==> config.mk <==
export PLATFORM = sky130hd
export DESIGN_NAME = html_entity_to_utf8_decoder_flat
export DESIGN_NICKNAME = d
export VERILOG_FILES = /design/src/hdl/hed_pkg.sv /design/src/hdl/hed_if.sv /design/src/hdl/hed_front.sv /design/src/hdl/hed_cmd_queue.sv /design/src/hdl/hed_back.sv /design/src/hdl/html_entity_to_utf8_decoder.sv /design/src/flat_wrapper.sv
export VERILOG_INCLUDE_DIRS = /design/src /design/src/hdl
export SDC_FILE = /design/constraint.sdc
export NUM_CORES = 1
export LEC_CHECK = 0
export BUFFER_PORTS_ARGS = -buffer_cell sky130_fd_sc_hd__buf_2
export CAP_MARGIN = 25
export CORE_MARGIN = 5
export CORE_UTILIZATION = 32
export DETAILED_ROUTE_END_ITERATION = 7
export GPL_ROUTABILITY_DRIVEN = 0
export SYNTH_ARGS = -nofsm -noshare
export SYNTH_HDL_FRONTEND = slang
export SYNTH_SLANG_ARGS = --single-unit
==> constraint.sdc <==
create_clock -name clock -period 10.8 [get_ports clock]
set_input_delay 1.08 -clock clock [delete_from_list [all_inputs] [get_ports clock]]
set_output_delay 1.08 -clock clock [all_outputs]
set_load 0.005 [all_outputs]
==> src/hdl/html_entity_to_utf8_decoder_macros.svh <==
// ============================================================================
// HTML entity decoder assertion macros
// Concurrent assertion wrappers shared by the decoder modules. The bodies
// are empty when SYNTHESIS is defined.
// ============================================================================
`ifndef HTML_ENTITY_TO_UTF8_DECODER_MACROS_SVH
`define HTML_ENTITY_TO_UTF8_DECODER_MACROS_SVH

`ifndef SYNTHESIS

// Check on every clock edge outside reset
`define HED_ASSERT(lbl, prop, msg) \
   lbl: assert property (@(posedge clock) disable iff (reset) prop) else $error(msg);

// Check on every clock edge, reset included
`define HED_ASSERT_RST(lbl, prop, msg) \
   lbl: assert property (@(posedge clock) prop) else $error(msg);

`else

`define HED_ASSERT(lbl, prop, msg)
`define HED_ASSERT_RST(lbl, prop, msg)

`endif

`endif

==> src/hdl/hed_pkg.sv <==
// ============================================================================
// HTML entity decoder package
// Shared constants, the front-to-back command type and entity table lookups.
// ============================================================================
`timescale 1ns / 1ps

package hed_pkg;

   // Reference buffer and counters
   localparam int PENDING_DEPTH      = 10;
   localparam int PEND_CNT_W         = $clog2(PENDING_DEPTH + 1);
   localparam int MAX_DIGITS_DEFAULT = 7;
   localparam int CODE_W             = 21;
   localparam int TAIL_LEN_W         = 3;
   localparam int TOTAL_W            = 4;
   localparam int QUEUE_DEPTH        = 2;

   localparam logic [CODE_W-1:0] CODE_MAX = 21'h1FFFFF;

   // Byte codes
   localparam logic [7:0] CHAR_AMP   = 8'h26;
   localparam logic [7:0] CHAR_HASH  = 8'h23;
   localparam logic [7:0] CHAR_SEMI  = 8'h3B;
   localparam logic [7:0] CHAR_X_LO  = 8'h78;
   localparam logic [7:0] CHAR_X_UP  = 8'h58;

   // UTF-8 range limits and byte marks
   localparam logic [CODE_W-1:0] UTF8_MAX1 = 21'h00007F;
   localparam logic [CODE_W-1:0] UTF8_MAX2 = 21'h0007FF;
   localparam logic [CODE_W-1:0] UTF8_MAX3 = 21'h00FFFF;
   localparam logic [7:0] UTF8_LEAD2 = 8'b11000000;
   localparam logic [7:0] UTF8_LEAD3 = 8'b11100000;
   localparam logic [7:0] UTF8_LEAD4 = 8'b11110000;
   localparam logic [7:0] UTF8_CONT  = 8'b10000000;
   localparam logic [7:0] UTF8_MASK  = 8'b00111111;

   // Named entities: quot, amp, lt, gt
   localparam logic [3:0] CAND_ALL = 4'hF;

   // One unit of work for the output side: verbatim bytes, then a tail
   typedef struct packed {
      logic [PEND_CNT_W-1:0]          vcount;
      logic [PENDING_DEPTH-1:0][7:0]  vbytes;
      logic [TAIL_LEN_W-1:0]          tail_len;
      logic                           tail_ref;
      logic [CODE_W-1:0]              tail_cp;
      logic [TOTAL_W-1:0]             total;
   } cmd_type;

   function automatic logic [2:0] ent_len(input logic [1:0] idx);
      logic [2:0] len;
      unique case (idx)
         2'd0: len = 3'd4;
         2'd1: len = 3'd3;
         2'd2: len = 3'd2;
         2'd3: len = 3'd2;
      endcase
      return len;
   endfunction

   function automatic logic [7:0] ent_char(input logic [1:0] idx);
      logic [7:0] ch;
      unique case (idx)
         2'd0: ch = 8'h22;
         2'd1: ch = 8'h26;
         2'd2: ch = 8'h3C;
         2'd3: ch = 8'h3E;
      endcase
      return ch;
   endfunction

   function automatic logic [7:0] ent_name_char(input logic [1:0] idx,
                                                input logic [1:0] pos);
      logic [7:0] ch;
      unique case ({idx, pos})
         4'b00_00: ch = 8'h71;  // q
         4'b00_01: ch = 8'h75;  // u
         4'b00_10: ch = 8'h6F;  // o
         4'b00_11: ch = 8'h74;  // t
         4'b01_00: ch = 8'h61;  // a
         4'b01_01: ch = 8'h6D;  // m
         4'b01_10: ch = 8'h70;  // p
         4'b10_00: ch = 8'h6C;  // l
         4'b10_01: ch = 8'h74;  // t
         4'b11_00: ch = 8'h67;  // g
         4'b11_01: ch = 8'h74;  // t
         default:  ch = 8'h00;
      endcase
      return ch;
   endfunction

   function automatic logic [TAIL_LEN_W-1:0] utf8_len(input logic [CODE_W-1:0] cp);
      logic [TAIL_LEN_W-1:0] len;
      priority if (cp <= UTF8_MAX1) len = TAIL_LEN_W'(1);
      else if (cp <= UTF8_MAX2)     len = TAIL_LEN_W'(2);
      else if (cp <= UTF8_MAX3)     len = TAIL_LEN_W'(3);
      else                          len = TAIL_LEN_W'(4);
      return len;
   endfunction

endpackage

==> src/hdl/hed_if.sv <==
// ============================================================================
// HTML entity decoder channel interfaces
// Valid/ready request and response channels with their payload.
// ============================================================================
`timescale 1ns / 1ps

interface hed_req_if;
   logic       valid;
   logic       ready;
   logic [7:0] in_byte;
   logic       end_of_text;

   modport source (output valid, output in_byte, output end_of_text, input ready);
   modport sink   (input valid, input in_byte, input end_of_text, output ready);
endinterface

interface hed_rsp_if;
   logic       valid;
   logic       ready;
   logic [7:0] out_byte;
   logic       from_reference;
   logic       last_of_run;

   modport source (output valid, output out_byte, output from_reference,
                   output last_of_run, input ready);
   modport sink   (input valid, input out_byte, input from_reference,
                   input last_of_run, output ready);
endinterface

==> src/hdl/hed_front.sv <==
// ============================================================================
// HTML entity decoder front end
// Accepts text bytes, tracks the reference parser and issues one output
// command per request that yields bytes.
// ============================================================================
`timescale 1ns / 1ps
`include "html_entity_to_utf8_decoder_macros.svh"

module hed_front #(
   parameter int MAX_DIGITS = hed_pkg::MAX_DIGITS_DEFAULT
) (
   input  logic              clock,
   input  logic              reset,
   hed_req_if.sink           req,
   output hed_pkg::cmd_type  cmd,
   output logic              cmd_push,
   input  logic              cmd_full
);

   localparam int DIG_W = $clog2(MAX_DIGITS + 1);
   localparam int PCW   = hed_pkg::PEND_CNT_W;
   localparam int CW    = hed_pkg::CODE_W;
   localparam int DEPTH = hed_pkg::PENDING_DEPTH;

   typedef enum logic [4:0] {
      MODE_TEXT = 5'b00001,
      MODE_NAME = 5'b00010,
      MODE_HASH = 5'b00100,
      MODE_DEC  = 5'b01000,
      MODE_HEX  = 5'b10000
   } mode_type;

   mode_type                  mode_ff,   mode_in, push_mode;
   logic [DEPTH-1:0][7:0]     pend_ff,   pend_in, pend_push;
   logic [PCW-1:0]            pcount_ff, pcount_in;
   logic [CW-1:0]             acc_ff,    acc_in;
   logic                      ovf_ff,    ovf_in;
   logic [DIG_W-1:0]          dcount_ff, dcount_in;
   logic [3:0]                cand_ff,   cand_in, push_cand;

   logic                      accept;
   logic [7:0]                b;
   logic                      eot;
   logic [PCW-1:0]            pos;
   logic                      push_room;
   logic                      is_dec, is_hex_lo, is_hex_up, use_hex;
   logic                      digit_ok, digit_take;
   logic [3:0]                digit_val;
   logic [CW+3:0]             acc_wide;
   logic                      acc_over;
   logic [CW-1:0]             acc_sat;
   logic [3:0]                name_keep;
   logic                      name_hit;
   logic [7:0]                name_out;
   logic                      do_push, do_fail, do_succ, push_digit;
   logic [CW-1:0]             succ_cp;

   // Handshake: take a request whenever the queue has room
   assign req.ready = !cmd_full;
   assign accept    = req.valid && req.ready;
   assign b         = req.in_byte;
   assign eot       = req.end_of_text;
   assign pos       = pcount_ff - PCW'(1);
   assign push_room = pcount_ff < PCW'(DEPTH);

   // Classify digits and advance the code accumulator
   always_comb begin
      is_dec    = (b >= 8'h30) && (b <= 8'h39);
      is_hex_lo = (b >= 8'h61) && (b <= 8'h66);
      is_hex_up = (b >= 8'h41) && (b <= 8'h46);
      use_hex   = (mode_ff == MODE_HEX);
      digit_ok  = is_dec || (use_hex && (is_hex_lo || is_hex_up));
      digit_val = is_dec ? b[3:0] : (b[3:0] + 4'd9);
      digit_take = digit_ok && (dcount_ff < DIG_W'(MAX_DIGITS)) && push_room;
      if (use_hex) begin
         acc_wide = {acc_ff, 4'b0000} + (CW+4)'(digit_val);
      end else begin
         acc_wide = {1'b0, acc_ff, 3'b000} + {3'b000, acc_ff, 1'b0}
                    + (CW+4)'(digit_val);
      end
      acc_over = acc_wide > (CW+4)'(hed_pkg::CODE_MAX);
      acc_sat  = acc_over ? hed_pkg::CODE_MAX : acc_wide[CW-1:0];
   end

   // Match the named entities still possible at this position
   always_comb begin
      name_keep = '0;
      name_hit  = 1'b0;
      name_out  = '0;
      for (int i = 3; i >= 0; i--) begin
         if (cand_ff[i] && ({1'b0, hed_pkg::ent_len(2'(i))} == pos)) begin
            name_hit = 1'b1;
            name_out = hed_pkg::ent_char(2'(i));
         end
         if (cand_ff[i] && (pos < {1'b0, hed_pkg::ent_len(2'(i))}) &&
             (hed_pkg::ent_name_char(2'(i), pos[1:0]) == b)) begin
            name_keep[i] = 1'b1;
         end
      end
   end

   // Buffer image with the current byte appended
   always_comb begin
      for (int i = 0; i < DEPTH; i++) begin
         pend_push[i] = (pcount_ff == PCW'(i)) ? b : pend_ff[i];
      end
   end

   // Decide: extend the reference, finish it, or drop it verbatim
   always_comb begin
      do_push    = 1'b0;
      do_fail    = 1'b0;
      do_succ    = 1'b0;
      push_digit = 1'b0;
      succ_cp    = '0;
      push_mode  = mode_ff;
      push_cand  = cand_ff;
      unique case (mode_ff)
         MODE_TEXT: begin
            do_fail = 1'b1;
         end
         MODE_NAME: begin
            if ((pos == '0) && (b == hed_pkg::CHAR_HASH)) begin
               if (push_room) begin
                  do_push   = 1'b1;
                  push_mode = MODE_HASH;
               end else begin
                  do_fail = 1'b1;
               end
            end else if (b == hed_pkg::CHAR_SEMI) begin
               if (name_hit) begin
                  do_succ = 1'b1;
                  succ_cp = CW'(name_out);
               end else begin
                  do_fail = 1'b1;
               end
            end else if ((name_keep != '0) && push_room) begin
               do_push   = 1'b1;
               push_cand = name_keep;
            end else begin
               do_fail = 1'b1;
            end
         end
         MODE_HASH: begin
            if ((b == hed_pkg::CHAR_X_LO) || (b == hed_pkg::CHAR_X_UP)) begin
               if (push_room) begin
                  do_push   = 1'b1;
                  push_mode = MODE_HEX;
               end else begin
                  do_fail = 1'b1;
               end
            end else if (digit_take) begin
               do_push    = 1'b1;
               push_digit = 1'b1;
               push_mode  = MODE_DEC;
            end else begin
               do_fail = 1'b1;
            end
         end
         MODE_DEC, MODE_HEX: begin
            if (b == hed_pkg::CHAR_SEMI) begin
               if ((dcount_ff != '0) && !ovf_ff) begin
                  do_succ = 1'b1;
                  succ_cp = acc_ff;
               end else begin
                  do_fail = 1'b1;
               end
            end else if (digit_take) begin
               do_push    = 1'b1;
               push_digit = 1'b1;
            end else begin
               do_fail = 1'b1;
            end
         end
         default: begin
            do_fail = 1'b1;
         end
      endcase
   end

   // Next state and the command for the output side
   always_comb begin
      mode_in   = mode_ff;
      pend_in   = pend_ff;
      pcount_in = pcount_ff;
      acc_in    = acc_ff;
      ovf_in    = ovf_ff;
      dcount_in = dcount_ff;
      cand_in   = cand_ff;

      cmd.vcount   = '0;
      cmd.vbytes   = pend_push;
      cmd.tail_len = '0;
      cmd.tail_ref = 1'b0;
      cmd.tail_cp  = '0;

      if (do_succ) begin
         mode_in      = MODE_TEXT;
         pcount_in    = '0;
         acc_in       = '0;
         ovf_in       = 1'b0;
         dcount_in    = '0;
         cand_in      = hed_pkg::CAND_ALL;
         cmd.tail_len = hed_pkg::utf8_len(succ_cp);
         cmd.tail_ref = 1'b1;
         cmd.tail_cp  = succ_cp;
      end

      if (do_fail) begin
         cmd.vcount = pcount_ff;
         cmd.vbytes = pend_ff;
         mode_in    = MODE_TEXT;
         pcount_in  = '0;
         acc_in     = '0;
         ovf_in     = 1'b0;
         dcount_in  = '0;
         cand_in    = hed_pkg::CAND_ALL;
         if ((b == hed_pkg::CHAR_AMP) && !eot) begin
            // open a new reference
            mode_in    = MODE_NAME;
            pcount_in  = PCW'(1);
            pend_in[0] = hed_pkg::CHAR_AMP;
         end else begin
            cmd.tail_len = hed_pkg::TAIL_LEN_W'(1);
            cmd.tail_cp  = CW'(b);
         end
      end

      if (do_push) begin
         if (eot) begin
            // flush the whole reference including this byte
            cmd.vcount = pcount_ff + PCW'(1);
            mode_in    = MODE_TEXT;
            pcount_in  = '0;
            acc_in     = '0;
            ovf_in     = 1'b0;
            dcount_in  = '0;
            cand_in    = hed_pkg::CAND_ALL;
         end else begin
            pend_in   = pend_push;
            pcount_in = pcount_ff + PCW'(1);
            mode_in   = push_mode;
            cand_in   = push_cand;
            if (push_digit) begin
               acc_in    = acc_sat;
               ovf_in    = ovf_ff | acc_over;
               dcount_in = dcount_ff + DIG_W'(1);
            end
         end
      end

      cmd.total = hed_pkg::TOTAL_W'(cmd.vcount) + hed_pkg::TOTAL_W'(cmd.tail_len);
   end

   assign cmd_push = accept && (cmd.total != '0);

   // Parser control state
   always_ff @(posedge clock) begin
      if (reset) begin
         mode_ff   <= MODE_TEXT;
         pcount_ff <= '0;
         acc_ff    <= '0;
         ovf_ff    <= 1'b0;
         dcount_ff <= '0;
         cand_ff   <= hed_pkg::CAND_ALL;
      end else if (accept) begin
         mode_ff   <= mode_in;
         pcount_ff <= pcount_in;
         acc_ff    <= acc_in;
         ovf_ff    <= ovf_in;
         dcount_ff <= dcount_in;
         cand_ff   <= cand_in;
      end
   end

   // Held reference bytes
   always_ff @(posedge clock) begin
      if (accept) begin
         pend_ff <= pend_in;
      end
   end

   `HED_ASSERT(a_text_mode_empty, mode_ff == MODE_TEXT |-> pcount_ff == '0, "bytes held in text")
   `HED_ASSERT_RST(a_reset_clears, reset |=> (mode_ff == MODE_TEXT), "reset left a reference open")

endmodule

==> src/hdl/hed_cmd_queue.sv <==
// ============================================================================
// HTML entity decoder command queue
// Short FIFO of output commands between the front end and the emitter.
// ============================================================================
`timescale 1ns / 1ps
`include "html_entity_to_utf8_decoder_macros.svh"

module hed_cmd_queue (
   input  logic              clock,
   input  logic              reset,
   input  logic              push,
   input  hed_pkg::cmd_type  push_data,
   output logic              full,
   input  logic              pop,
   output logic              pop_valid,
   output hed_pkg::cmd_type  pop_data
);

   localparam int DEPTH = hed_pkg::QUEUE_DEPTH;
   localparam int PTR_W = (DEPTH > 1) ? $clog2(DEPTH) : 1;
   localparam int CNT_W = $clog2(DEPTH + 1);

   hed_pkg::cmd_type  entry_ff [DEPTH];
   logic [PTR_W-1:0]  wr_ptr_ff, wr_ptr_in;
   logic [PTR_W-1:0]  rd_ptr_ff, rd_ptr_in;
   logic [CNT_W-1:0]  count_ff,  count_in;

   assign full      = (count_ff == CNT_W'(DEPTH));
   assign pop_valid = (count_ff != '0);
   assign pop_data  = entry_ff[rd_ptr_ff];

   // Advance pointers with wrap and track occupancy
   always_comb begin
      wr_ptr_in = wr_ptr_ff;
      rd_ptr_in = rd_ptr_ff;
      count_in  = count_ff;
      if (push) begin
         wr_ptr_in = (wr_ptr_ff == PTR_W'(DEPTH - 1)) ? '0 : wr_ptr_ff + PTR_W'(1);
      end
      if (pop) begin
         rd_ptr_in = (rd_ptr_ff == PTR_W'(DEPTH - 1)) ? '0 : rd_ptr_ff + PTR_W'(1);
      end
      if (push && !pop) begin
         count_in = count_ff + CNT_W'(1);
      end else if (pop && !push) begin
         count_in = count_ff - CNT_W'(1);
      end
   end

   always_ff @(posedge clock) begin
      if (reset) begin
         wr_ptr_ff <= '0;
         rd_ptr_ff <= '0;
         count_ff  <= '0;
      end else begin
         wr_ptr_ff <= wr_ptr_in;
         rd_ptr_ff <= rd_ptr_in;
         count_ff  <= count_in;
      end
   end

   // Store commands
   always_ff @(posedge clock) begin
      if (push) begin
         entry_ff[wr_ptr_ff] <= push_data;
      end
   end

   `HED_ASSERT(a_no_overflow, push |-> !full, "command pushed into a full queue")
   `HED_ASSERT(a_no_underflow, pop |-> pop_valid, "command popped from an empty queue")

endmodule

==> src/hdl/hed_back.sv <==
// ============================================================================
// HTML entity decoder emitter
// Takes commands from the queue and sends their bytes, one per cycle while
// the response is not stalled, through a registered response stage.
// ============================================================================
`timescale 1ns / 1ps
`include "html_entity_to_utf8_decoder_macros.svh"

module hed_back (
   input  logic              clock,
   input  logic              reset,
   input  logic              q_valid,
   input  hed_pkg::cmd_type  q_data,
   output logic              q_pop,
   hed_rsp_if.source         rsp
);

   localparam int TW  = hed_pkg::TOTAL_W;
   localparam int CW  = hed_pkg::CODE_W;
   localparam int LW  = hed_pkg::TAIL_LEN_W;

   hed_pkg::cmd_type  work_ff,   work_in;
   logic              work_valid_ff, work_valid_in;
   logic [TW-1:0]     pos_ff,    pos_in;
   logic [7:0]        byte_ff,   byte_in;
   logic              ref_ff,    ref_in;
   logic              last_ff,   last_in;
   logic              valid_ff,  valid_in;

   logic              out_free;
   logic              emit;
   logic              at_last;
   logic [TW-1:0]     tail_pos;

   // Byte k of the UTF-8 encoding of cp, len bytes long
   function automatic logic [7:0] utf8_byte(input logic [CW-1:0] cp,
                                            input logic [LW-1:0] len,
                                            input logic [1:0]    k);
      logic [1:0] j;
      logic [5:0] grp;
      logic [7:0] val;
      j = 2'(len - LW'(1)) - k;
      unique case (j)
         2'd0: grp = cp[5:0];
         2'd1: grp = cp[11:6];
         2'd2: grp = cp[17:12];
         2'd3: grp = 6'(cp[20:18]);
      endcase
      if (k != 2'd0) begin
         val = hed_pkg::UTF8_CONT | ({2'b00, grp} & hed_pkg::UTF8_MASK);
      end else begin
         unique case (len)
            LW'(1):  val = {1'b0, cp[6:0]};
            LW'(2):  val = hed_pkg::UTF8_LEAD2 | {3'b000, cp[10:6]};
            LW'(3):  val = hed_pkg::UTF8_LEAD3 | {4'b0000, cp[15:12]};
            LW'(4):  val = hed_pkg::UTF8_LEAD4 | {5'b00000, cp[20:18]};
            default: val = 8'h00;
         endcase
      end
      return val;
   endfunction

   assign out_free = !valid_ff || rsp.ready;
   assign emit     = work_valid_ff && out_free;
   assign at_last  = (pos_ff == (work_ff.total - TW'(1)));
   assign q_pop    = q_valid && (!work_valid_ff || (emit && at_last));
   assign tail_pos = pos_ff - TW'(work_ff.vcount);

   // Pick the byte at the current position
   always_comb begin
      byte_in = byte_ff;
      ref_in  = ref_ff;
      last_in = last_ff;
      if (emit) begin
         last_in = at_last;
         if (pos_ff < TW'(work_ff.vcount)) begin
            ref_in  = 1'b0;
            byte_in = '0;
            for (int i = 0; i < hed_pkg::PENDING_DEPTH; i++) begin
               if (pos_ff == TW'(i)) begin
                  byte_in = work_ff.vbytes[i];
               end
            end
         end else if (!work_ff.tail_ref) begin
            ref_in  = 1'b0;
            byte_in = work_ff.tail_cp[7:0];
         end else begin
            ref_in  = 1'b1;
            byte_in = utf8_byte(work_ff.tail_cp, work_ff.tail_len, tail_pos[1:0]);
         end
      end
   end

   // Load the next command, advance through the current one
   always_comb begin
      work_in       = work_ff;
      work_valid_in = work_valid_ff;
      pos_in        = pos_ff;
      if (q_pop) begin
         work_in       = q_data;
         work_valid_in = 1'b1;
         pos_in        = '0;
      end else if (emit && at_last) begin
         work_valid_in = 1'b0;
      end else if (emit) begin
         pos_in = pos_ff + TW'(1);
      end
      if (emit) begin
         valid_in = 1'b1;
      end else if (rsp.ready) begin
         valid_in = 1'b0;
      end else begin
         valid_in = valid_ff;
      end
   end

   always_ff @(posedge clock) begin
      if (reset) begin
         work_valid_ff <= 1'b0;
         pos_ff        <= '0;
         valid_ff      <= 1'b0;
      end else begin
         work_valid_ff <= work_valid_in;
         pos_ff        <= pos_in;
         valid_ff      <= valid_in;
      end
   end

   // Command and response payload
   always_ff @(posedge clock) begin
      work_ff <= work_in;
      byte_ff <= byte_in;
      ref_ff  <= ref_in;
      last_ff <= last_in;
   end

   assign rsp.valid          = valid_ff;
   assign rsp.out_byte       = byte_ff;
   assign rsp.from_reference = ref_ff;
   assign rsp.last_of_run    = last_ff;

   `HED_ASSERT(a_pos_in_range, work_valid_ff |-> pos_ff < work_ff.total, "position past command end")

endmodule

==> src/hdl/html_entity_to_utf8_decoder.sv <==
// ============================================================================
// HTML entity to UTF-8 decoder
// Decodes HTML character references in a byte stream into UTF-8 text;
// failed or cut-off references pass through verbatim.
// ============================================================================
//
//   channel   dir   handshake     payload
//   req_ch    in    valid/ready   in_byte, end_of_text
//   rsp_ch    out   valid/ready   out_byte, from_reference, last_of_run
//
// The front end takes a request while the two-entry command queue has room;
// a request that yields no bytes pushes no command to the queue.
// The emitter sends one response byte per cycle while the response channel
// is not stalled (0 to 11 bytes per request); when idle it first loads a command
// from the queue into its work register, and the emitter sets the sustained rate.
// Reset is synchronous. A stalled response holds the emitter and
// the queue lets the front end keep taking requests until it fills.
// ============================================================================
`timescale 1ns / 1ps

module html_entity_to_utf8_decoder #(
   parameter int MAX_DIGITS = hed_pkg::MAX_DIGITS_DEFAULT
) (
   input  logic      clock,
   input  logic      reset,
   hed_req_if.sink   req_ch,
   hed_rsp_if.source rsp_ch
);

   hed_pkg::cmd_type  front_cmd;
   logic              front_push;
   logic              queue_full;
   logic              queue_pop;
   logic              queue_valid;
   hed_pkg::cmd_type  queue_cmd;

   // Parse and classify requests
   hed_front #(
      .MAX_DIGITS (MAX_DIGITS)
   ) u_front (
      .clock    (clock),
      .reset    (reset),
      .req      (req_ch),
      .cmd      (front_cmd),
      .cmd_push (front_push),
      .cmd_full (queue_full)
   );

   // Decouple parsing from output
   hed_cmd_queue u_queue (
      .clock     (clock),
      .reset     (reset),
      .push      (front_push),
      .push_data (front_cmd),
      .full      (queue_full),
      .pop       (queue_pop),
      .pop_valid (queue_valid),
      .pop_data  (queue_cmd)
   );

   // Emit bytes
   hed_back u_back (
      .clock   (clock),
      .reset   (reset),
      .q_valid (queue_valid),
      .q_data  (queue_cmd),
      .q_pop   (queue_pop),
      .rsp     (rsp_ch)
   );

endmodule

==> src/flat_wrapper.sv <==
// flat-port wrapper written by rule: the top's interface ports become plain ports
module html_entity_to_utf8_decoder_flat 
#(
   parameter int MAX_DIGITS = hed_pkg::MAX_DIGITS_DEFAULT
)
  (clock, reset, req_ch_valid, req_ch_in_byte, req_ch_end_of_text, req_ch_ready, rsp_ch_valid, rsp_ch_out_byte, rsp_ch_from_reference, rsp_ch_last_of_run, rsp_ch_ready);
  hed_req_if req_ch_i ();
  hed_rsp_if rsp_ch_i ();
  input  logic clock;
  input  logic reset;
  input wire logic [$bits(req_ch_i.valid)-1:0] req_ch_valid;
  input wire logic [$bits(req_ch_i.in_byte)-1:0] req_ch_in_byte;
  input wire logic [$bits(req_ch_i.end_of_text)-1:0] req_ch_end_of_text;
  output wire logic [$bits(req_ch_i.ready)-1:0] req_ch_ready;
  output wire logic [$bits(rsp_ch_i.valid)-1:0] rsp_ch_valid;
  output wire logic [$bits(rsp_ch_i.out_byte)-1:0] rsp_ch_out_byte;
  output wire logic [$bits(rsp_ch_i.from_reference)-1:0] rsp_ch_from_reference;
  output wire logic [$bits(rsp_ch_i.last_of_run)-1:0] rsp_ch_last_of_run;
  input wire logic [$bits(rsp_ch_i.ready)-1:0] rsp_ch_ready;
  assign req_ch_i.valid = req_ch_valid;
  assign req_ch_i.in_byte = req_ch_in_byte;
  assign req_ch_i.end_of_text = req_ch_end_of_text;
  assign req_ch_ready = req_ch_i.ready;
  assign rsp_ch_valid = rsp_ch_i.valid;
  assign rsp_ch_out_byte = rsp_ch_i.out_byte;
  assign rsp_ch_from_reference = rsp_ch_i.from_reference;
  assign rsp_ch_last_of_run = rsp_ch_i.last_of_run;
  assign rsp_ch_i.ready = rsp_ch_ready;
  html_entity_to_utf8_decoder #(.MAX_DIGITS(MAX_DIGITS)) u_core (.clock(clock), .reset(reset), .req_ch(req_ch_i), .rsp_ch(rsp_ch_i));
endmodule
==> reports/qor.yml, run 1 <==
detailed_routing:
  first_pass_iters: 5
  drtIter0Drc: 1081
  drc_errors: 0
  vias: 13800
  postRouteAntennaNets: 0
  wl_per_cell_um: 19.7
  viasPerCell: 5.15
  wl_um: 52900
placement:
  dpl_cell_area_um2: 23800
  io_buffers: 24
  dp_hpwl_um: 34200
sta:
  post-route-period-util_pct: 59.2
  worst_hold_slack_ns: 0.460
  clock.fmax_mhz: 156
  rsz0062_at_grt: "no"
  max_slew_margin_pct: 31.2
  fin_tns_setup_ns: 0
  setup_viol: 0
  worstMarginPinSlew_ns: 1.03
  final_hold_viol_count: 0
  min_period_ns: 6.39
  drv_slew: 0
  finalClockSkew_ns: 0.0164
global_route:
  grt_overflow_total: 0
  grt.total_usage_pct: 13.3
  grt_pass1_vias: 13800
  grt_pass1_wl_um: 82000
  grt_max_degree: 95
  grt_antenna_before_repair: 4
run_status:
  status: "completed"
layout:
  nFillCells: 6738
  final_cell_mix: "edfxtp_1, mux2_2, nand2_1"
  drive_gt1_share_pct: 21.7
  mostFrequentLayoutCell: "edfxtp_1"
  nNetsFinal: 1786
  utilization_pct: 36.3
  syn2layout_area_growth_pct: 12.1
  design_area_um2: 25400
cts:
  cts.clk_slew.worst_paths_ns: 0.06
  postCtsSetupRepairBufs: 0
  cts_sinks: 477
  cts_max_path_buffers: 3
  cts_tree: "yes"
  cts_root_buf: "clkbuf_16"
  clk_latency_ns: 0.56
  cts_hold_buf: 0
  numCtsBuffers: 48
  cts-resized-gates: 0
  htree_levels: 2
floorplan:
  ios: 25
  initial_utilization_pct: 32.3
  core_um2: 70100
  rows: 97
  fp.dieW_um: 276
  die_area_um2: 76300
  die_h_um: 276
synthesis:
  synth_seq_area_share_pct: 61.0
  syn-cell-area_um2: 22700
  syn-num-nets: 1782
  netlist_instances: 1698
  ys_async_sr_fraction_pct: 0
  ys_warn_count: 0
  yosys_most_used_dff: "edfxtp_1"
  synth.ff_latch_count: 477
  avgSynthCellArea_um2: 13.4
  synth.distinct_cells: 79
  synth_edf_count: 429
power_and_ir_drop:
  combPwrFrac_pct: 22.2
  switching_share_pct: 29.1
  p_total_mw: 5.33
  switchingPower_mw: 1.55
  leakagePower_nw: 8.09
  seqPwrFrac_pct: 47.1
  power_density_nw_per_um2: 210
  peakVddDrop_mv: 0.121
  internal_power_mw: 3.78
  pwr-share-clk_pct: 30.7
critical_path:
  required_ns: 10.99
  arrival_ns: 6.58
  worstPathMaxFanout: 94
  path_class: "flop to flop"
  cp-end-kind: "flop"
  critPathLaunchType: "flop"
run:
  cap_violations: 0
hold_path:
  hp-class: "flop to flop"
registers in the layout, indices dropped and copies added (netlist names):
signal / count
u_core.u_back.rsp.valid: 1
u_core.u_front.cand_ff: 4
u_core.u_queue.entry_ff: 226
u_core.u_front.acc_ff: 21
u_core.u_back.work_ff: 113
u_core.u_front.pcount_ff: 4
u_core.u_back.work_valid_ff: 1
u_core.u_queue.rd_ptr_ff: 1
u_core.u_back.rsp.out_byte: 8
u_core.u_front.mode_ff: 5
u_core.u_queue.count_ff: 2
u_core.u_front.pend_ff: 80
u_core.u_back.rsp.from_reference: 1
u_core.u_front.ovf_ff: 1
u_core.u_queue.wr_ptr_ff: 1
u_core.u_back.pos_ff: 4
u_core.u_front.dcount_ff: 3
u_core.u_back.rsp.last_of_run: 1
path summary, 6_finish.rpt:
kind / startpoint / endpoint / slack [ns] / depth (start not counted)
worst min-delay path: u_core.u_back.work_valid_ff$_SDFFE_PP0P_ / u_core.u_back.rsp.valid$_SDFFE_PP0P_ / 0.46 / 2
worst max-delay path: u_core.u_front.pcount_ff[0]$_SDFFE_PP0P_ / u_core.u_queue.entry_ff[1][67]$_DFFE_PP_ / 4.41 / 20
worst min register to register: u_core.u_back.work_valid_ff$_SDFFE_PP0P_ / u_core.u_back.rsp.valid$_SDFFE_PP0P_ / 0.46 / 2
worst max register to register: u_core.u_front.pcount_ff[0]$_SDFFE_PP0P_ / u_core.u_queue.entry_ff[1][67]$_DFFE_PP_ / 4.41 / 20
metal layers:
metal / GRT usage [%] / share of wire (%) / wire length, um / vias up
met5: 0 / 0.051 / 27 / -
met4: 3.50 / 2.3 / 1230 / 4
met3: 1.86 / 4.6 / 2420 / 85
met2: 22.2 / 48 / 25400 / 375
met1: 18.4 / 45 / 23800 / 6854
li1: - / - / - / 6495
Yosys cell counts, drive strengths merged, types with 10 or more instances:
| master | n | share of area (%) |
|---|---|---|
| xnor2 | 27 | 1.0 |
| inv | 47 | 0.78 |
| edfxtp | 429 | 57 |
| nand4 | 10 | 0.28 |
| nor3 | 15 | 0.35 |
| and3 | 12 | 0.33 |
| nand2 | 109 | 1.8 |
| a22oi | 15 | 0.50 |
| nand3 | 20 | 0.44 |
| buf | 25 | 0.54 |
| clkbuf | 62 | 1.0 |
| a221o | 13 | 0.57 |
| a21oi | 87 | 1.9 |
| dfxtp | 48 | 4.2 |
| xor2 | 18 | 0.69 |
| and2 | 30 | 0.83 |
| mux2 | 241 | 12 |
| o31ai | 15 | 0.50 |
| nand2b | 12 | 0.33 |
| o21ai | 105 | 2.3 |
| nor2 | 96 | 1.6 |
| nor2b | 14 | 0.39 |
| a211oi | 18 | 0.60 |
| mux2i | 10 | 0.44 |
| ha | 67 | 3.7 |
power groups by stage:
stage | clock network, mW | registers (mW) | logic, mW
after floorplan | 0 | 2.51 | 0.840
after global placement | 0 | 2.55 | 1.21
after detailed placement | 0 | 2.55 | 1.21
after CTS | 1.67 | 2.52 | 1.22
after global routing | 1.75 | 2.54 | 1.30
final | 1.64 | 2.51 | 1.18
through the flow:
stage	setup slack, ns	cells
final	4.41	2681
after global routing	4.03	2681
after CTS	4.55	2678
after detailed placement	4.06	2590
after global placement	4.14	2589
after floorplan	0.804	1698
critical path, cell delays in order (launching register included):
cell,delay [ns]
dfxtp_1,0.58
inv_1,0.16
ha_1,0.36
nor2_1,0.14
a21oi_1,0.10
o21ai_1,0.45
o2111ai_1,0.42
a31o_2,0.37
a21oi_1,0.34
nor2_1,0.07
a21oi_1,0.21
ha_1,0.22
inv_1,0.06
fa_1,0.38
xnor2_1,0.22
or3_1,0.17
nor2_1,0.05
o221ai_1,0.08
o211ai_1,0.31
nor2_4,0.65
buf_12,0.45
cell type report:
cell class              instances  area (um2)  area share, %
well taps                     940        1180           4.62
multi-input cells            1087        8380           32.9
inverters                      47         179          0.703
repair buffers                 41         309           1.22
flip-flops and latches        477       13800           54.4
clock inverters                21         218          0.856
clock buffers                  67        1320           5.20
diodes                          1        2.50        0.00984
cell families (layout without fill, tap and decap cells):
group / count (synthesis) / count (layout) / synth area share [%]
buffers and inverters: 134 / 176 / 2.34
adder cells (fa/ha/maj): 71 / 71 / 4.05
multiplexers: 254 / 254 / 12.7
XOR/XNOR: 45 / 45 / 1.74
other: 0 / 1 / 0
AND/OR/NAND/NOR: 352 / 352 / 7.45
flip-flops: 477 / 477 / 61.0
AO/OA/AOI/OAI: 365 / 365 / 10.7
No activity file was read; power rests on OpenSTA's default activity.
==> run 2, diff against run 1 <==
--- a/config.mk
+++ b/config.mk
@@ -6,6 +6,7 @@
 export SDC_FILE = /design/constraint.sdc
 export NUM_CORES = 1
 export LEC_CHECK = 0
+export ABC_AREA = 1
 export BUFFER_PORTS_ARGS = -buffer_cell sky130_fd_sc_hd__buf_2
 export CAP_MARGIN = 25
 export CORE_MARGIN = 5
==> constraint.sdc (replaced) <==
create_clock -name clock -period 6.1 [get_ports clock]
set_input_delay 0.61 -clock clock [delete_from_list [all_inputs] [get_ports clock]]
set_output_delay 0.61 -clock clock [all_outputs]
set_load 0.005 [all_outputs]
==> run 2 against run 1 <==
Utilization is 0.17 points higher. Worst hold slack worse by 0.12 ns. Largest power group unchanged. Synthesized cell count is 44% higher. Sequential power is 92% higher. Sequential cell count stayed put. Highest routed layer is now met4. First-iteration DRC count is 37% higher. Area after synthesis is 2.0% higher. Via count is 18% higher.
==> reports/qor.yml, run 2 <==
cts:
  cts.clk_slew.worst_paths_ns: 0.06  # about the same
  cts_tree: "yes"
  htree_levels: 2  # unchanged
  cts_hold_buf: 0  # unchanged
  cts_sinks: 477  # unchanged
  clk_latency_ns: 0.60  # +0.04 ns
  cts_root_buf: "clkbuf_16"
  cts_max_path_buffers: 3  # unchanged
  postCtsSetupRepairBufs: 0  # unchanged
  cts-resized-gates: 0  # unchanged
  numCtsBuffers: 49  # +2.1%
synthesis:
  ys_async_sr_fraction_pct: 0  # unchanged
  synth_edf_count: 429  # unchanged
  synth_seq_area_share_pct: 59.8  # -1.2 points
  synth_area_leaders: "edfxtp_1, nand2_1, dfxtp_1, ha_1, o21ai_0"
  netlist_instances: 2448  # +44%
  avgSynthCellArea_um2: 9.45  # -29%
  synth.ff_latch_count: 477  # unchanged
  synth.distinct_cells: 51  # -35%
  synth.top_cell.area_share_pct: 55.7  # -1.1 points
  ys_warn_count: 0  # unchanged
  ys_top_cells_by_count: "nand2_1, edfxtp_1, inv_1"
  syn-cell-area_um2: 23100  # +2.0%
  yosys_most_used_dff: "edfxtp_1"
  synth_most_common_cell: "nand2_1"
  synth_area_leader_cell: "edfxtp_1"
  syn-num-nets: 2532  # +42%
sta:
  finalClockSkew_ns: 0.0247  # +0.00837 ns
  clock.fmax_mhz: 192  # +23%
  setup_slack_ns: 0.905  # -3.50 ns
  final_hold_viol_count: 0  # unchanged
  min_period_ns: 5.20  # -1.20 ns
  worstMarginPinSlew_ns: 1.03  # +0.00851 ns
  drv_slew: 0  # unchanged
  rsz0062_at_grt: "no"
  post-route-period-util_pct: 85.2  # +26 points
  fin_tns_setup_ns: 0  # unchanged
  setup_viol: 0  # unchanged
  worst_hold_slack_ns: 0.340  # -0.119 ns
  max_slew_margin_pct: 31.1  # -0.076 points
power_and_ir_drop:
  switching_share_pct: 32.1  # +3.0 points
  switchingPower_mw: 3.38  # +120%
  leakagePower_nw: 10.6  # +31%
  combPwrFrac_pct: 23.4  # +1.2 points
  peakVddDrop_mv: 0.227  # +88%
  power_density_nw_per_um2: 404  # +93%
  internal_power_mw: 7.14  # +89%
  seqPwrFrac_pct: 45.8  # -1.3 points
  pwr-share-clk_pct: 30.7  # about the same
  p_total_mw: 10.5  # +97%
global_route:
  grt_max_degree: 77  # -19%
  grt_antenna_before_repair: 2  # -2
  grt_pass1_wl_um: 88200  # +7.6%
  grt_overflow_total: 0  # unchanged
  grt.total_usage_pct: 14.1  # +0.79 points
  grt_pass1_vias: 15100  # +9.4%
hold_path:
  hold_depth: 4  # +2
  holdPathEnd: "u_core.u_back.rsp.valid$_SDFFE_PP0P_"
  hp-class: "primary input to flop"
  min-delay-start: "rsp_ch_ready"
critical_path:
  r2r_end: "u_core.u_queue.entry_ff[1][75]$_DFFE_PP_"
  cp-end-kind: "flop"
  path_class: "flop to flop"
  max_stage_delay_ns: 0.74  # +0.09 ns
  critPathLaunchType: "flop"
  crit_family: "simple AND/OR/NAND/NOR gates"
  slowest_stage: "buf_4"
  rrSetupSlack_ns: 0.90  # -3.50 ns
  arrival_ns: 5.40  # -1.18 ns
  r2r_cells: 26  # +30%
  required_ns: 6.31  # -4.68 ns
  cp_num_buf_inv: 7  # +4
  r2r-start: "u_core.u_front.pcount_ff[0]$_SDFFE_PP0P_"
  path_depth: 26  # +30%
  path_common_cell: "nand2_1"
  worstPathMaxFanout: 75  # -20%
detailed_routing:
  first_pass_iters: 5  # unchanged
  drtIter0Drc: 1483  # +37%
  drc_errors: 0  # unchanged
  wl_um: 56200  # +6.3%
  vias: 16300  # +18%
  viasPerCell: 4.74  # -8.0%
  wl_per_cell_um: 16.3  # -17%
  postRouteAntennaNets: 0  # unchanged
run:
  cap_violations: 0  # unchanged
placement:
  io_buffers: 24  # unchanged
  dp_cells: 3354  # +29%
  dp_hpwl_um: 37500  # +9.4%
  dp_slack_ns: 0.646  # -3.42 ns
  dpl_cell_area_um2: 24300  # +2.0%
layout:
  nFillCells: 7160  # +6.3%
  mostFrequentLayoutCell: "nand2_1"
  utilization_pct: 36.4  # +0.17 points
  final_cell_mix: "nand2_1, edfxtp_1, inv_1"
  nNetsFinal: 2540  # +42%
  syn2layout_area_growth_pct: 12.7
  regMostFlops: "u_core.u_queue.entry_ff"
  top_regs: "u_core.u_queue.entry_ff (226), u_core.u_back.work_ff (113), u_core.u_front.pend_ff (80)"
  design_area_um2: 26100  # +2.5%
  drive_gt1_share_pct: 7.17  # -14 points
  fin_cells: 3449  # +29%
  largest_reg_flops: 226  # unchanged
run_status:
  status: "completed"
floorplan:
  fp.dieW_um: 279  # +0.95%
  core_um2: 71600  # +2.1%
  die_h_um: 279  # +0.95%
  rows: 98  # +1.0%
  ios: 25  # unchanged
  die_area_um2: 77800  # +1.9%
  initial_utilization_pct: 32.3  # about the same
==> run 2: cell types whose count changed after synthesis, moves of 30 or more <==
| cell | delta |
|---|---|
| o21ai_0 | +68 |
| mux2_2 | -241 |
| nand3_1 | +81 |
| o21a_1 | +31 |
| and2_1 | -30 |
| nand2_1 | +777 |
| inv_1 | +140 |
==> run 2: worst max path at each step <==
stage | startpoint | to | slack [ns]
6_report | u_core.u_front.pcount_ff[0]$_SDFFE_PP0P_ | u_core.u_queue.entry_ff[1][75]$_DFFE_PP_ | 0.90
5_1_grt | u_core.u_front.pcount_ff[0]$_SDFFE_PP0P_ | u_core.u_queue.entry_ff[1][97]$_DFFE_PP_ | 0.32
4_1_cts | u_core.u_front.pcount_ff[0]$_SDFFE_PP0P_ | u_core.u_queue.entry_ff[1][76]$_DFFE_PP_ | 0.88
3_5_place_dp | req_ch_in_byte[1] | u_core.u_queue.entry_ff[1][63]$_DFFE_PP_ | 0.65
3_3_place_gp | req_ch_in_byte[1] | u_core.u_queue.entry_ff[1][63]$_DFFE_PP_ | 0.74
2_1_floorplan | req_ch_in_byte[0] | u_core.u_queue.entry_ff[1][0]$_DFFE_PP_ | 0.44
==> run 2: logic make-up after synthesis <==
group	after synthesis	share of synthesized area [%]
AOI/OAI and AO/OA	402	9.89
xor gates and xnor gates	19	0.719
adders and majority gates	71	3.97
buffers and inverters	308	5.20
DFF	477	59.8
and+or+nand+nor	1171	20.4
==> run 2: power groups by stage <==
stage	Clock (mW)	Sequential (mW)	Combinational, mW
final	3.23	4.83	2.47
after global routing	3.45	4.89	2.80
after CTS	3.30	4.83	2.50
after detailed placement	0	4.90	2.49
after global placement	0	4.89	2.47
after floorplan	0	4.83	1.64
==> run 2: area by class of cell <==
type                    instances  area [um2]  share of cell area [%]
diodes                          2        5.00                  0.0192
clock inverters                30         428                    1.64
repair buffers                 55         403                    1.54
flip-flops and latches        477       13800                    53.1
clock buffers                  62        1320                    5.05
multi-input cells            1663        8100                    31.0
well taps                     950        1190                    4.56
inverters                     210         798                    3.06
==> run 2: routing by layer <==
metal,vias up,global-route usage (%),routed length (um)
met5,-,0,0
met4,0,3.30,1110
met3,70,2.38,3160
met2,389,21.3,24300
met1,7589,21.3,27700
li1,8297,-,-
==> run 2: worst reg2reg max path, delay by kind of cell, from the launching register on <==
kind,cells,cell delay [ns]
and+or+nand+nor,15,1.55
xor gates and xnor gates,1,0.25
buffers and inverters,7,1.47
adders and majority gates,3,0.94
DFF,1,0.53
==> run 3, diff against run 2 <==
--- a/config.mk
+++ b/config.mk
@@ -13,6 +13,7 @@
 export CORE_UTILIZATION = 32
 export DETAILED_ROUTE_END_ITERATION = 7
 export GPL_ROUTABILITY_DRIVEN = 0
+export RECOVER_POWER = 50
 export SYNTH_ARGS = -nofsm -noshare
 export SYNTH_HDL_FRONTEND = slang
 export SYNTH_SLANG_ARGS = --single-unit
==> run 3 against run 2 <==
The flow now finishes with violations (capacitance limit, slew limit). Die area did not move. Sequential share of layout area rose by 0.13 points. Combinational power barely moved. Wire length barely moved. Final cell count did not move. Design area fell by 0.28%. Clock skew fell by 0.0017 ns. First-iteration DRC count rose by 6.1%. Non-clock buffer count did not move. Sequential cell count did not move. Clock-buffer cell count did not move. Utilization fell by 0.10 points. Highest routed layer unchanged.
==> reports/qor.yml, run 3 (synthesis results as in run 2) <==
critical_path:
  slowest_stage: "buf_4"
  worstPathMaxFanout: 75  # unchanged
  r2r-start: "u_core.u_back.work_ff[0]$_DFFE_PP_"
  required_ns: 6.31  # about the same
  cp-end-kind: "flop"
  startpoint: "req_ch_in_byte[3]"
  crit_family: "buffers and inverters"
  cp_num_buf_inv: 9  # +2
  r2r_cells: 9  # -65%
  worstPathCellList: "buf_2, inv_2, nor2_1, nand3_1, inv_1, nand4_1, clkbuf_1, inv_1, o21ai_0, inv_1, nor3_1, nand3_1, o21ai_0, nand2_1, nand2_1, ha_1, inv_1, fa_1, xnor2_1, nor3_1, nand3_1, nand3_1, clkinvlp_4, buf_4"
  arrival_ns: 5.58  # +0.18 ns
  path_class: "primary input to flop"
  max_stage_delay_ns: 0.74  # about the same
  critPathLaunchType: "primary input"
  path_depth: 24  # -7.7%
cts:
  cts_max_path_buffers: 3  # unchanged
  cts_root_buf: "clkbuf_16"
  htree_levels: 2  # unchanged
  postCtsSetupRepairBufs: 0  # unchanged
  cts_tree: "yes"
  clk_latency_ns: 0.60  # about the same
  cts-resized-gates: 0  # unchanged
  cts.clk_slew.worst_paths_ns: 0.06  # about the same
  numCtsBuffers: 49  # unchanged
  cts_sinks: 477  # unchanged
  cts_hold_buf: 0  # unchanged
sta:
  final_hold_viol_count: 0  # unchanged
  min_period_ns: 5.37  # +0.179 ns
  worstMarginPinSlew_ns: 2.48  # +1.45 ns
  setup_viol: 0  # unchanged
  drv_slew: 276  # +276
  max_slew_margin_pct: -65.3  # -96 points
  worst_hold_slack_ns: 0.340  # -0.000438 ns
  post-route-period-util_pct: 88.1  # +2.9 points
  finalClockSkew_ns: 0.0230  # -0.00170 ns
  setup_slack_ns: 0.726  # -0.179 ns
  rsz0062_at_grt: "no"
  clock.fmax_mhz: 186  # -3.3%
  fin_tns_setup_ns: 0  # unchanged
detailed_routing:
  viasPerCell: 4.75  # +0.23%
  wl_um: 56200  # about the same
  postRouteAntennaNets: 0  # unchanged
  first_pass_iters: 5  # unchanged
  drtIter0Drc: 1573  # +6.1%
  vias: 16400  # +0.23%
  drc_errors: 0  # unchanged
  wl_per_cell_um: 16.3  # about the same
hold_path:
  min-delay-start: "rsp_ch_ready"
  hp-class: "primary input to flop"
  hold_depth: 4  # unchanged
power_and_ir_drop:
  internal_power_mw: 7.16  # +0.15%
  seqPwrFrac_pct: 45.9  # about the same
  combPwrFrac_pct: 23.4  # about the same
  p_total_mw: 10.5  # about the same
  peakVddDrop_mv: 0.227  # about the same
  switching_share_pct: 32.0  # -0.093 points
  leakagePower_nw: 10.5  # -0.54%
  switchingPower_mw: 3.37  # -0.28%
  power_density_nw_per_um2: 405  # +0.29%
  pwr-share-clk_pct: 30.7  # about the same
floorplan:
  ios: 25  # unchanged
  fp.dieW_um: 279  # unchanged
  die_area_um2: 77800  # unchanged
  rows: 98  # unchanged
  initial_utilization_pct: 32.3  # unchanged
  core_um2: 71600  # unchanged
  die_h_um: 279  # unchanged
global_route:
  use_met3_pct: 2.38  # unchanged
  top_usage_layer: "met1"
  grtUsageMet2_pct: 21.3  # unchanged
  grt_pass1_wl_um: 88200  # unchanged
  grt_pass1_vias: 15100  # unchanged
  grt.total_usage_pct: 14.1  # unchanged
  grt_antenna_before_repair: 2  # unchanged
  grt_overflow_total: 0  # unchanged
  grt_max_degree: 77  # unchanged
  grt_use_met1_pct: 21.3  # unchanged
layout:
  nNetsFinal: 2540  # unchanged
  regMostFlops: "u_core.u_queue.entry_ff"
  drive_gt1_share_pct: 5.89  # -1.3 points
  design_area_um2: 26000  # -0.28%
  largest_reg_flops: 226  # unchanged
  nFillCells: 7171  # +0.15%
  syn2layout_area_growth_pct: 12.4
  top_regs: "u_core.u_queue.entry_ff (226), u_core.u_back.work_ff (113), u_core.u_front.pend_ff (80)"
  final_cell_mix: "nand2_1, edfxtp_1, inv_1"
  mostFrequentLayoutCell: "nand2_1"
run_status:
  status: "finished, violations left"
  violations: "capacitance limit, slew limit"
run:
  cap_violations: 7  # +7
placement:
  dp_hpwl_um: 37500  # unchanged
  dp_slack_ns: 0.646  # unchanged
  dpl_cell_area_um2: 24300  # unchanged
  io_buffers: 24  # unchanged
-- run 3: changes by cell type in the layout (fill, tap and decap cells not counted), moves of 6 or more --
cell      delta
clkbuf_1    +19
buf_4       -10
inv_1        +6
inv_2        -7
buf_2       -11
-- run 3: per-stage QoR --
| step | util, % | instances |
|---|---|---|
| floorplan | - | 2448 |
| global placement | 34.0 | 3354 |
| detailed placement | 34.0 | 3354 |
| CTS | 36.4 | 3446 |
| global route | 36.3 | 3447 |
| finish | 36.3 | 3449 |
-- run 3: layout make-up --
type | instances | area [um2] | share of cell area (%)
flip-flops and latches | 477 | 13800 | 53.2
inverters | 210 | 796 | 3.06
clock inverters | 30 | 428 | 1.65
repair buffers | 55 | 354 | 1.36
diodes | 2 | 5.00 | 0.0192
clock buffers | 62 | 1320 | 5.06
multi-input cells | 1663 | 8080 | 31.1
well taps | 950 | 1190 | 4.57
-- run 3: path summary, 6_finish.rpt --
path / endpoint / slack (ns)
worst max register to register: u_core.u_back.work_ff[74]$_DFFE_PP_ / 0.73
worst min-delay path: u_core.u_back.rsp.valid$_SDFFE_PP0P_ / 0.34
worst max-delay path: u_core.u_queue.entry_ff[1][76]$_DFFE_PP_ / 0.73
worst min register to register: u_core.u_back.rsp.valid$_SDFFE_PP0P_ / 0.47
-- run 3: per-layer routing --
layer	vias up	share of wire [%]	routed length (um)
met2	418	43	24300
met5	-	0	0
met1	7593	49	27500
met3	69	5.8	3250
met4	0	2.0	1100
li1	8303	-	-
-- run 3: power by group through the flow --
stage / clock network [mW] / registers [mW] / logic, mW
CTS: 3.30 / 4.83 / 2.50
global placement: 0 / 4.89 / 2.47
global route: 3.45 / 4.91 / 2.80
detailed placement: 0 / 4.90 / 2.49
floorplan: 0 / 4.83 / 1.64
finish: 3.23 / 4.83 / 2.46
-- run 3: worst min-delay path: stages --
cell and delay [ns]:
buf_2 0.07, inv_1 0.04, nand2_1 0.08, a21oi_1 0.06
